==> config.mk <==
export PLATFORM = sky130hd
export DESIGN_NAME = ascon128_aead_engine
export DESIGN_NICKNAME = d
export VERILOG_FILES = /design/src/rtl/core/ascon_pkg.sv /design/src/rtl/core/ascon128_aead_engine.sv /design/src/rtl/core/ascon_datapath.sv /design/src/rtl/core/ascon_ctrl.sv
export SDC_FILE = /design/constraint.sdc
export NUM_CORES = 2
export LEC_CHECK = 0
export BUFFER_PORTS_ARGS = -buffer_cell sky130_fd_sc_hd__buf_2
export CAP_MARGIN = 20
export CORE_UTILIZATION = 40
export DETAILED_ROUTE_END_ITERATION = 16
export PLACE_DENSITY = 0.66
export SYNTH_ARGS = -nofsm -noshare
export SYNTH_HDL_FRONTEND = slang
export SYNTH_SLANG_ARGS = --single-unit
==> constraint.sdc <==
create_clock -name aclk -period 20.2 [get_ports aclk]
set_clock_uncertainty 0.05 [all_clocks]
set_input_delay 4.04 -clock aclk [delete_from_list [all_inputs] [get_ports aclk]]
set_output_delay 4.04 -clock aclk [all_outputs]
set_load 0.02 [all_outputs]
==> src/rtl/core/ascon_pkg.sv <==
// ----------------------------------------------------------------------------
// ascon_pkg
// shared types, constants and the round function of the ascon engine
// ----------------------------------------------------------------------------
package ascon_pkg;

    localparam logic [63:0] ASCON_IV = 64'h80400c0600000000;
    localparam logic [7:0]  RC_P12   = 8'hf0;
    localparam logic [7:0]  RC_P6    = 8'h96;
    localparam logic [7:0]  RC_STEP  = 8'h0f;
    localparam logic [7:0]  RC_LAST  = 8'h4b;
    localparam logic [7:0]  PAD_BYTE = 8'h80;

    localparam logic [1:0] FUNC_START = 2'd0;
    localparam logic [1:0] FUNC_AD    = 2'd1;
    localparam logic [1:0] FUNC_TEXT  = 2'd2;
    localparam logic [1:0] FUNC_FINAL = 2'd3;

    localparam logic [1:0] PH_IDLE = 2'd0;
    localparam logic [1:0] PH_AD   = 2'd1;
    localparam logic [1:0] PH_TEXT = 2'd2;
    localparam logic [1:0] PH_DONE = 2'd3;

    localparam logic [1:0] REG_KEY_HIGH = 2'd0;
    localparam logic [1:0] REG_KEY_LOW  = 2'd1;
    localparam logic [1:0] REG_DECRYPT  = 2'd2;

    typedef logic [63:0] word_t;
    typedef word_t [4:0] state_t;

    typedef enum logic [2:0] {
        OP_HOLD  = 3'd0,
        OP_INIT  = 3'd1,
        OP_ABS   = 3'd2,
        OP_TEXT  = 3'd3,
        OP_FKEY  = 3'd4,
        OP_TKEY  = 3'd5,
        OP_ROUND = 3'd6,
        OP_DSEP  = 3'd7
    } dp_op_t;

    typedef struct packed {
        dp_op_t     op;
        logic [7:0] rc;
        logic       dom_sep;
        logic       last;
        logic [3:0] cnt;
        logic       dec;
    } dp_cmd_t;

    function automatic word_t rotr(input word_t x, input int r);
        rotr = (x >> r) | (x << (64 - r));
    endfunction

    function automatic word_t lead_mask(input logic [3:0] n);
        word_t m;
        m = '0;
        for (int i = 0; i < 8; i++) begin
            if (4'(i) < n) begin
                m[63 - 8 * i -: 8] = 8'hff;
            end
        end
        lead_mask = m;
    endfunction

    function automatic word_t pad_bits(input logic [3:0] n);
        word_t p;
        p = '0;
        for (int i = 0; i < 8; i++) begin
            if (4'(i) == n) begin
                p[63 - 8 * i -: 8] = PAD_BYTE;
            end
        end
        pad_bits = p;
    endfunction

    function automatic state_t ascon_round(input state_t si, input logic [7:0] c);
        state_t s;
        word_t  t0, t1, t2, t3, t4;
        s = si;
        s[2] = s[2] ^ {56'd0, c};
        s[0] = s[0] ^ s[4];
        s[4] = s[4] ^ s[3];
        s[2] = s[2] ^ s[1];
        t0 = ~s[0] & s[1];
        t1 = ~s[1] & s[2];
        t2 = ~s[2] & s[3];
        t3 = ~s[3] & s[4];
        t4 = ~s[4] & s[0];
        s[0] = s[0] ^ t1;
        s[1] = s[1] ^ t2;
        s[2] = s[2] ^ t3;
        s[3] = s[3] ^ t4;
        s[4] = s[4] ^ t0;
        s[1] = s[1] ^ s[0];
        s[0] = s[0] ^ s[4];
        s[3] = s[3] ^ s[2];
        s[2] = ~s[2];
        s[0] = s[0] ^ rotr(s[0], 19) ^ rotr(s[0], 28);
        s[1] = s[1] ^ rotr(s[1], 61) ^ rotr(s[1], 39);
        s[2] = s[2] ^ rotr(s[2], 1) ^ rotr(s[2], 6);
        s[3] = s[3] ^ rotr(s[3], 10) ^ rotr(s[3], 17);
        s[4] = s[4] ^ rotr(s[4], 7) ^ rotr(s[4], 41);
        ascon_round = s;
    endfunction

endpackage

==> src/rtl/core/ascon128_aead_engine.sv <==
// ----------------------------------------------------------------------------
// ascon128_aead_engine
// ascon-128 authenticated encryption and decryption engine
// ----------------------------------------------------------------------------
// One word is taken at a time, and only while the output register is empty or
// being read in the same cycle. A start word runs twelve rounds, an associated
// data word or a non-final text word runs six rounds, a final text word or an
// out-of-order word runs none, and finalize runs twelve rounds. The rate is
// set by the single shared round unit, one round per cycle. Text and tag
// results sit in one output register; while a result waits unread, no new
// word is taken. Decrypt mode is sampled per word; the key is read when used.
module ascon128_aead_engine
    import ascon_pkg::*;
(
    input  logic         aclk,
    input  logic         aresetn,
    input  logic         s_tvalid,
    output logic         s_tready,
    input  logic [135:0] s_tdata,  // word_high, word_low, byte_count, pad
    input  logic         s_tlast,  // last_block
    input  logic [1:0]   s_tuser,  // func
    output logic         m_tvalid,
    input  logic         m_tready,
    output logic [135:0] m_tdata,  // out_high, out_low, out_bytes, pad
    output logic [2:0]   m_tuser,  // out_kind, tag_match, order_error
    input  logic         cfg_we,
    input  logic [1:0]   cfg_index,
    input  logic [63:0]  cfg_data
);

    word_t        key_high_reg, key_low_reg;
    logic         dec_reg;
    dp_cmd_t      cmd;
    word_t        text_out, tag_high, tag_low;
    logic [134:0] pay;

    always_ff @(posedge aclk) begin
        if (!aresetn) begin
            key_high_reg <= '0;
            key_low_reg  <= '0;
            dec_reg      <= 1'b0;
        end else if (cfg_we) begin
            unique case (cfg_index)
                REG_KEY_HIGH: key_high_reg <= cfg_data;
                REG_KEY_LOW:  key_low_reg  <= cfg_data;
                REG_DECRYPT:  dec_reg      <= cfg_data[0];
                default: ;
            endcase
        end
    end

    ascon_ctrl u_ctrl (
        .aclk        (aclk),
        .aresetn     (aresetn),
        .s_tvalid    (s_tvalid),
        .s_tready    (s_tready),
        .func        (s_tuser),
        .byte_count  (s_tdata[131:128]),
        .last_block  (s_tlast),
        .word_high   (s_tdata[63:0]),
        .word_low    (s_tdata[127:64]),
        .decrypt_mode(dec_reg),
        .cmd         (cmd),
        .text_out    (text_out),
        .tag_high    (tag_high),
        .tag_low     (tag_low),
        .m_tvalid    (m_tvalid),
        .m_tready    (m_tready),
        .m_payload   (pay)
    );

    ascon_datapath u_dp (
        .aclk      (aclk),
        .cmd       (cmd),
        .word_high (s_tdata[63:0]),
        .word_low  (s_tdata[127:64]),
        .key_high  (key_high_reg),
        .key_low   (key_low_reg),
        .text_out  (text_out),
        .tag_high  (tag_high),
        .tag_low   (tag_low)
    );

    assign m_tdata = {4'd0, pay[132:129], pay[128:65], pay[64:1]};
    assign m_tuser = {pay[134], pay[133], pay[0]};

endmodule

==> src/rtl/core/ascon_datapath.sv <==
// ----------------------------------------------------------------------------
// ascon_datapath
// permutation state, one round per cycle, block absorb and text result
// ----------------------------------------------------------------------------
module ascon_datapath
    import ascon_pkg::*;
(
    input  logic        aclk,
    input  dp_cmd_t     cmd,
    input  word_t       word_high,
    input  word_t       word_low,
    input  word_t       key_high,
    input  word_t       key_low,
    output word_t       text_out,
    output word_t       tag_high,
    output word_t       tag_low
);

    state_t st_reg, st_next;
    word_t  mask, d;

    assign mask     = lead_mask(cmd.cnt);
    assign d        = word_high & mask;
    // tag words with the final key already applied
    assign tag_high = st_reg[3] ^ key_high;
    assign tag_low  = st_reg[4] ^ key_low;

    always_comb begin
        state_t s;
        s = st_reg;
        text_out = '0;
        unique case (cmd.op)
            OP_INIT: begin
                s[0] = ASCON_IV;
                s[1] = key_high;
                s[2] = key_low;
                s[3] = word_high;
                s[4] = word_low;
            end
            OP_ABS: begin
                if (cmd.last) begin
                    s[0] = s[0] ^ d ^ pad_bits(cmd.cnt);
                end else begin
                    s[0] = s[0] ^ word_high;
                end
            end
            OP_TEXT: begin
                if (cmd.dom_sep) begin
                    s[4] = s[4] ^ 64'd1;
                end
                if (cmd.last) begin
                    if (cmd.dec) begin
                        text_out = (s[0] ^ d) & mask;
                        s[0] = (s[0] & ~mask) | d;
                    end else begin
                        s[0] = s[0] ^ d;
                        text_out = s[0] & mask;
                    end
                    s[0] = s[0] ^ pad_bits(cmd.cnt);
                end else begin
                    if (cmd.dec) begin
                        text_out = s[0] ^ word_high;
                        s[0] = word_high;
                    end else begin
                        s[0] = s[0] ^ word_high;
                        text_out = s[0];
                    end
                end
            end
            OP_FKEY: begin
                s[1] = s[1] ^ key_high;
                s[2] = s[2] ^ key_low;
            end
            OP_TKEY: begin
                s[3] = s[3] ^ key_high;
                s[4] = s[4] ^ key_low ^ {63'd0, cmd.dom_sep};
            end
            OP_DSEP: s[4] = s[4] ^ 64'd1;
            OP_ROUND: s = ascon_round(s, cmd.rc);
            default: ;
        endcase
        st_next = s;
    end

    always_ff @(posedge aclk) begin
        st_reg <= st_next;
    end

endmodule

==> src/rtl/core/ascon_ctrl.sv <==
// ----------------------------------------------------------------------------
// ascon_ctrl
// phase tracking, round sequencing and output register
// ----------------------------------------------------------------------------
module ascon_ctrl
    import ascon_pkg::*;
(
    input  logic         aclk,
    input  logic         aresetn,
    input  logic         s_tvalid,
    output logic         s_tready,
    input  logic [1:0]   func,
    input  logic [3:0]   byte_count,
    input  logic         last_block,
    input  word_t        word_high,
    input  word_t        word_low,
    input  logic         decrypt_mode,
    output dp_cmd_t      cmd,
    input  word_t        text_out,
    input  word_t        tag_high,
    input  word_t        tag_low,
    output logic         m_tvalid,
    input  logic         m_tready,
    output logic [134:0] m_payload
);

    typedef enum logic [4:0] {
        ST_IDLE  = 5'b00001,
        ST_ROUND = 5'b00010,
        ST_TKEY  = 5'b00100,
        ST_FINAL = 5'b01000,
        ST_CHECK = 5'b10000
    } st_t;

    st_t          state_reg, state_next;
    logic [1:0]   phase_reg, phase_next;
    logic [7:0]   rc_reg, rc_next;
    logic         post_reg, post_next;
    logic         init_reg, init_next;
    logic         dec_reg, dec_next;
    logic         vld_reg, vld_next;
    logic [134:0] pay_reg, pay_next;
    word_t        rh_reg, rl_reg;
    logic         acc, last, outfree;

    assign outfree  = !vld_reg || m_tready;
    assign s_tready = (state_reg == ST_IDLE) && outfree;
    assign acc      = s_tvalid && s_tready;
    assign last     = last_block && (byte_count < 4'd8);
    assign m_tvalid = vld_reg;
    assign m_payload = pay_reg;

    // payload: kind, high, low, bytes, match, error
    function automatic logic [134:0] pack(input logic k, input word_t h, input word_t l,
                                          input logic [3:0] b, input logic t, input logic e);
        pack = {e, t, b, l, h, k};
    endfunction

    always_comb begin
        state_next = state_reg;
        phase_next = phase_reg;
        rc_next    = rc_reg;
        post_next  = post_reg;
        init_next  = init_reg;
        dec_next   = dec_reg;
        vld_next   = vld_reg && !m_tready;
        pay_next   = pay_reg;
        cmd        = '{op: OP_HOLD, rc: rc_reg, dom_sep: 1'b0, last: last,
                       cnt: byte_count, dec: decrypt_mode};
        unique case (state_reg)
            ST_IDLE: begin
                if (acc) begin
                    dec_next = decrypt_mode;
                    unique case (func)
                        FUNC_START: begin
                            cmd.op = OP_INIT;
                            rc_next = RC_P12;
                            post_next = 1'b0;
                            init_next = 1'b1;
                            phase_next = PH_AD;
                            state_next = ST_ROUND;
                        end
                        FUNC_AD: begin
                            if (phase_reg != PH_AD) begin
                                vld_next = 1'b1;
                                pay_next = pack(1'b0, '0, '0, 4'd0, 1'b0, 1'b1);
                            end else begin
                                cmd.op = OP_ABS;
                                rc_next = RC_P6;
                                post_next = last;
                                init_next = 1'b0;
                                if (last) phase_next = PH_TEXT;
                                state_next = ST_ROUND;
                            end
                        end
                        FUNC_TEXT: begin
                            if (phase_reg != PH_AD && phase_reg != PH_TEXT) begin
                                vld_next = 1'b1;
                                pay_next = pack(1'b0, '0, '0, 4'd0, 1'b0, 1'b1);
                            end else begin
                                cmd.op = OP_TEXT;
                                cmd.dom_sep = (phase_reg == PH_AD);
                                vld_next = 1'b1;
                                if (last) begin
                                    pay_next = pack(1'b0, text_out, '0, byte_count,
                                                    1'b0, 1'b0);
                                    phase_next = PH_DONE;
                                end else begin
                                    pay_next = pack(1'b0, text_out, '0, 4'd8, 1'b0, 1'b0);
                                    phase_next = PH_TEXT;
                                    rc_next = RC_P6;
                                    post_next = 1'b0;
                                    init_next = 1'b0;
                                    state_next = ST_ROUND;
                                end
                            end
                        end
                        FUNC_FINAL: begin
                            if (phase_reg != PH_DONE) begin
                                vld_next = 1'b1;
                                pay_next = pack(1'b1, '0, '0, 4'd0, 1'b0, 1'b1);
                            end else begin
                                cmd.op = OP_FKEY;
                                rc_next = RC_P12;
                                phase_next = PH_IDLE;
                                state_next = ST_FINAL;
                            end
                        end
                        default: ;
                    endcase
                end
            end
            ST_FINAL: begin
                cmd.op = OP_ROUND;
                rc_next = rc_reg - RC_STEP;
                if (rc_reg == RC_LAST) state_next = ST_CHECK;
            end
            ST_ROUND: begin
                cmd.op = OP_ROUND;
                rc_next = rc_reg - RC_STEP;
                if (rc_reg == RC_LAST) state_next = ST_TKEY;
            end
            ST_TKEY: begin
                // key after init, domain separation after last ad block
                if (init_reg) begin
                    cmd.op = OP_TKEY;
                end else if (post_reg) begin
                    cmd.op = OP_DSEP;
                end
                state_next = ST_IDLE;
            end
            ST_CHECK: begin
                cmd.op = OP_TKEY;
                state_next = ST_IDLE;
                vld_next = 1'b1;
                if (dec_reg) begin
                    pay_next = pack(1'b1, '0, '0, 4'd0,
                                    (tag_high == rh_reg) && (tag_low == rl_reg), 1'b0);
                end else begin
                    pay_next = pack(1'b1, tag_high, tag_low, 4'd8, 1'b0, 1'b0);
                end
            end
            default: state_next = ST_IDLE;
        endcase
    end

    always_ff @(posedge aclk) begin
        if (acc) begin
            rh_reg <= word_high;
            rl_reg <= word_low;
        end
        pay_reg  <= pay_next;
        rc_reg   <= rc_next;
        dec_reg  <= dec_next;
        post_reg <= post_next;
        init_reg <= init_next;
        if (!aresetn) begin
            state_reg <= ST_IDLE;
            phase_reg <= PH_IDLE;
            vld_reg   <= 1'b0;
        end else begin
            state_reg <= state_next;
            phase_reg <= phase_next;
            vld_reg   <= vld_next;
        end
    end

endmodule

==> run summary <==
Std-Cell Core Area = 124100 um^2
most used cell along the critical path = sky130_fd_sc_hd__buf_2
H-Tree Level Count = 3
port bufs = 342
overall track demand over capacity in global routing = 41.42%
post-cts resize count = 0
most common flop cell mapped by yosys = sky130_fd_sc_hd__edfxtp_1
Clk pin slew, worst setup/hold paths = 0.06 ns
post-synthesis simple-gate area fraction = 10.50%
largest family of logic cells by synthesized area = XOR/XNOR gates
Final Routed Wirelength = 269100 um
Detailed Route Iter0 Violations = 7495
Largest register FFs = 320
post-detailed-route wirelength per cell = 38.00 um
row count = 129
net count of the finished layout = 5709
via count of the first global-routing pass = 39.34k
fraction of synthesis flops using an asynchronous set or reset pin = 0%
YS warnings = 0
slowest stage delay, CP = 0.18 ns
path category of the worst min-delay check = flop to flop
Post-synth EDFFs = 594
max-slew violation count = 0
maximum number of pins on one net before global-route repair = 115
total of flip-flops plus latches after synthesis = 731
outcome = finished clean
min Tclk post-route = 8.648 ns
final count of hold timing violations = 0
worst setup path category = input pin to primary output
die outline height = 356.5 um
cells after synthesis = 4987
CTS root buf = sky130_fd_sc_hd__clkbuf_16
P_leak = 21.49 nW
detailed-route DRC error count = 0
startpoint type of the worst setup path = input pin
Post-Route Setup TNS = 0 ns
DPL Wire Length = 209400 um
Power Dens Cells = 122.4 nW/um^2
CTS tree = done
Syn-to-layout area delta = 14.67%
Antenna Violating Nets Remaining = 0
effective utilization at floorplan = 40.51%
first-pass detailed-route iteration total = 6
post-synth cell types = 76
crit path buf inv count = 2
share of post-route cells with drive strength above 1 = 13.52%
count of endpoints failing setup in the final report = 0
Synth Area in XOR/XNOR = 26.51%
proportion of synthesized chip area in sequential cells = 40.93%
list of cells traversed by the critical path = buf_2 > nor2b_1 > nor2_1 > buf_2
GRT overflow = 0
Req. time, crit path = 16.11 ns
largest fanout on the critical path = 3
adder and majority cell fraction of the synthesized area = 4.465%
relative slew slack = 8.956%
setup repair after global routing missed its margin = false
Critical Path Sink Type = primary output
I/O pins = 351
cell at the slowest stage of the critical path = sky130_fd_sc_hd__nor2b_1
critical path arrival = 4.56 ns
maximum root-to-sink buffer count = 3
number of sinks handled by clock tree synthesis = 731
worst-margin pin slew = 1.356 ns
vias post-DR = 43.97k
share of the clock period used by the worst path = 42.81%
compound-cell area share of the yosys netlist = 13.63%
number of hold buffers added after cts = 0
number of violations of the max-capacitance limit = 0
Post-Synthesis Mean Instance Area = 10.08 um^2
number of CTS-inserted buffers = 88
cell type group with the largest total delay on the critical path = buffers and inverters
largest vdd supply drop = 75.27 uV
post-synthesis cell area = 50280 um^2
Placed Cells incl. Taps = 6899
max frequency = 115.6 MHz
initial antenna violation count = 19
final cell count without fillers = 7082
first-pass GRT wire length = 352500 um
global placement routability congestion = 1.081
full die area = 127100 um^2
per-cell via count in the routed design = 6.209
insertion delay of the later-clocked pin in the worst-skew pair = 0.77 ns
share of cell area taken by muxes after synthesis = 0.3409%
Horiz. Die Dim = 356.5 um
number of buffers inserted by post-CTS setup repair = 0
==> cells in the final DEF, fill, tap and decap left out, types with 11 or more instances in the layout <==
cell / Yosys / layout
sky130_fd_sc_hd__a221oi_1: 37 / 37
sky130_fd_sc_hd__and2_1: 22 / 22
sky130_fd_sc_hd__buf_2: 48 / 342
sky130_fd_sc_hd__clkinv_2: 0 / 15
sky130_fd_sc_hd__clkinv_1: 1 / 11
sky130_fd_sc_hd__xor3_1: 13 / 13
sky130_fd_sc_hd__a21oi_1: 153 / 152
sky130_fd_sc_hd__xnor3_1: 85 / 85
sky130_fd_sc_hd__inv_1: 195 / 195
sky130_fd_sc_hd__o21ai_0: 315 / 312
sky130_fd_sc_hd__edfxtp_1: 594 / 594
sky130_fd_sc_hd__xnor2_1: 941 / 930
sky130_fd_sc_hd__dfxtp_1: 137 / 137
sky130_fd_sc_hd__o211ai_1: 49 / 49
sky130_fd_sc_hd__nand3_1: 124 / 123
sky130_fd_sc_hd__a32oi_1: 13 / 13
sky130_fd_sc_hd__nor4_1: 89 / 89
sky130_fd_sc_hd__o22ai_1: 91 / 91
sky130_fd_sc_hd__nand4_1: 28 / 28
sky130_fd_sc_hd__nor2_1: 292 / 289
sky130_fd_sc_hd__xnor2_2: 0 / 11
sky130_fd_sc_hd__maj3_1: 53 / 53
sky130_fd_sc_hd__ha_1: 137 / 137
sky130_fd_sc_hd__clkbuf_16: 0 / 90
sky130_fd_sc_hd__buf_4: 8 / 192
sky130_fd_sc_hd__a21boi_0: 129 / 129
sky130_fd_sc_hd__a221o_1: 82 / 81
sky130_fd_sc_hd__o221a_2: 12 / 12
sky130_fd_sc_hd__a2bb2oi_1: 69 / 69
sky130_fd_sc_hd__nand2_1: 573 / 572
sky130_fd_sc_hd__xor2_1: 327 / 326
sky130_fd_sc_hd__o31ai_1: 12 / 12
sky130_fd_sc_hd__clkbuf_1: 174 / 16
sky130_fd_sc_hd__nor2b_1: 23 / 23
sky130_fd_sc_hd__mux2i_1: 16 / 16
sky130_fd_sc_hd__nand2b_1: 15 / 14
==> power by group <==
part	switching, W	internal (W)	leakage [nW]
Clock	0.000750	0.000928	1.41
Combinational	0.00220	0.00119	13.4
Sequential	0.000147	0.00184	6.71
Total	0.00310	0.00396	21.5
==> stage by stage <==
step	cell area [um^2]	hold WS, ns	power, W	setup WS, ns	util, %
floorplan	50290	0.3564	0.003850	4.933	-
global placement	54620	0.4519	0.005242	11.55	44.00
detailed placement	54640	0.4585	0.005247	11.55	44.02
CTS	57540	0.4700	0.006915	11.55	46.36
global route	57640	0.4861	0.007133	11.47	46.44
finish	57650	0.4664	0.007056	11.55	46.45
==> synth_stat cells (5+ instances only) <==
library cell	n	share of area, %
sky130_fd_sc_hd__xnor2_1	941	16
sky130_fd_sc_hd__o21a_1	5	0.075
sky130_fd_sc_hd__o31ai_1	12	0.18
sky130_fd_sc_hd__dfxtp_1	137	5.5
sky130_fd_sc_hd__nand2b_1	15	0.19
sky130_fd_sc_hd__o221a_2	12	0.27
sky130_fd_sc_hd__nor3_1	6	0.060
sky130_fd_sc_hd__inv_1	195	1.5
sky130_fd_sc_hd__nor2_1	292	2.2
sky130_fd_sc_hd__and2_1	22	0.27
sky130_fd_sc_hd__clkbuf_1	174	1.3
sky130_fd_sc_hd__buf_2	48	0.48
sky130_fd_sc_hd__xor3_1	13	0.61
sky130_fd_sc_hd__nand4_1	28	0.35
sky130_fd_sc_hd__nor4_1	89	1.1
sky130_fd_sc_hd__o21ai_0	315	3.1
sky130_fd_sc_hd__and3_1	9	0.11
sky130_fd_sc_hd__xnor3_1	85	3.8
sky130_fd_sc_hd__a211oi_1	9	0.13
sky130_fd_sc_hd__o2bb2ai_1	5	0.087
sky130_fd_sc_hd__o22ai_1	91	1.1
sky130_fd_sc_hd__nand2_1	573	4.3
sky130_fd_sc_hd__xor2_1	327	5.7
sky130_fd_sc_hd__buf_1	23	0.17
sky130_fd_sc_hd__mux2i_1	16	0.32
sky130_fd_sc_hd__o211ai_1	49	0.73
sky130_fd_sc_hd__o21ai_1	6	0.060
sky130_fd_sc_hd__a21boi_0	129	1.9
sky130_fd_sc_hd__a2bb2oi_1	69	1.2
sky130_fd_sc_hd__nand3b_1	5	0.075
sky130_fd_sc_hd__buf_4	8	0.12
sky130_fd_sc_hd__nor2b_1	23	0.29
sky130_fd_sc_hd__maj3_1	53	1.1
sky130_fd_sc_hd__edfxtp_1	594	35
sky130_fd_sc_hd__a21oi_1	153	1.5
sky130_fd_sc_hd__a32oi_1	13	0.23
sky130_fd_sc_hd__nor3b_1	5	0.075
sky130_fd_sc_hd__nand3_1	124	1.2
sky130_fd_sc_hd__a221oi_1	37	0.64
sky130_fd_sc_hd__a221o_1	82	1.6
sky130_fd_sc_hd__ha_1	137	3.4
sky130_fd_sc_hd__a31oi_1	6	0.075
==> worst reg2reg max path: stages, from the launching register on <==
cell	delay, ns
sky130_fd_sc_hd__dfxtp_1	0.37
sky130_fd_sc_hd__nor2_1	0.42
sky130_fd_sc_hd__nand3_1	0.62
sky130_fd_sc_hd__o2111ai_2	0.28
sky130_fd_sc_hd__buf_4	0.54
sky130_fd_sc_hd__nand2_4	0.50
sky130_fd_sc_hd__o21ai_4	0.19
sky130_fd_sc_hd__buf_4	0.72
sky130_fd_sc_hd__buf_4	0.86
==> path summary, 6_finish.rpt <==
path	start	endpoint	slack, ns	cells after the start
worst max-delay path	m_tready	s_tready	11.55	4
worst min-delay path	key_low_reg[37]	key_low_reg[37]	0.47	2
worst max register to register	u_ctrl.state_reg[1]	u_dp.st_reg[165]	15.21	8
worst min register to register	key_low_reg[37]	key_low_reg[37]	0.47	2
==> cell families after synthesis <==
family | count (synthesis)
mux | 17
other cells | 1
flops | 731
simple gates | 1206
fa+ha+maj | 190
xor+xnor | 1366
buf+inv | 453
compound gates | 1023
==> metal layers <==
layer | track usage [%] | wire (um) | up-vias
li1 | - | - | 18363
met1 | 55.79 | 105600 | 21847
met2 | 57.30 | 107900 | 3198
met3 | 12.84 | 36220 | 553
met4 | 25.97 | 19310 | 10
met5 | 0 | 65 | -
==> layout make-up <==
type	count	area (um^2)
multi-input combinational	3806	28140
clock buffer	109	2354
inverter	196	735.7
fill	11762	66470
clock inverter	55	546.8
tap	1637	2048
sequential	731	20580
timing repair buffer	539	3221
antenna	9	22.52
Note: power is estimated with default switching activity, not from simulation.
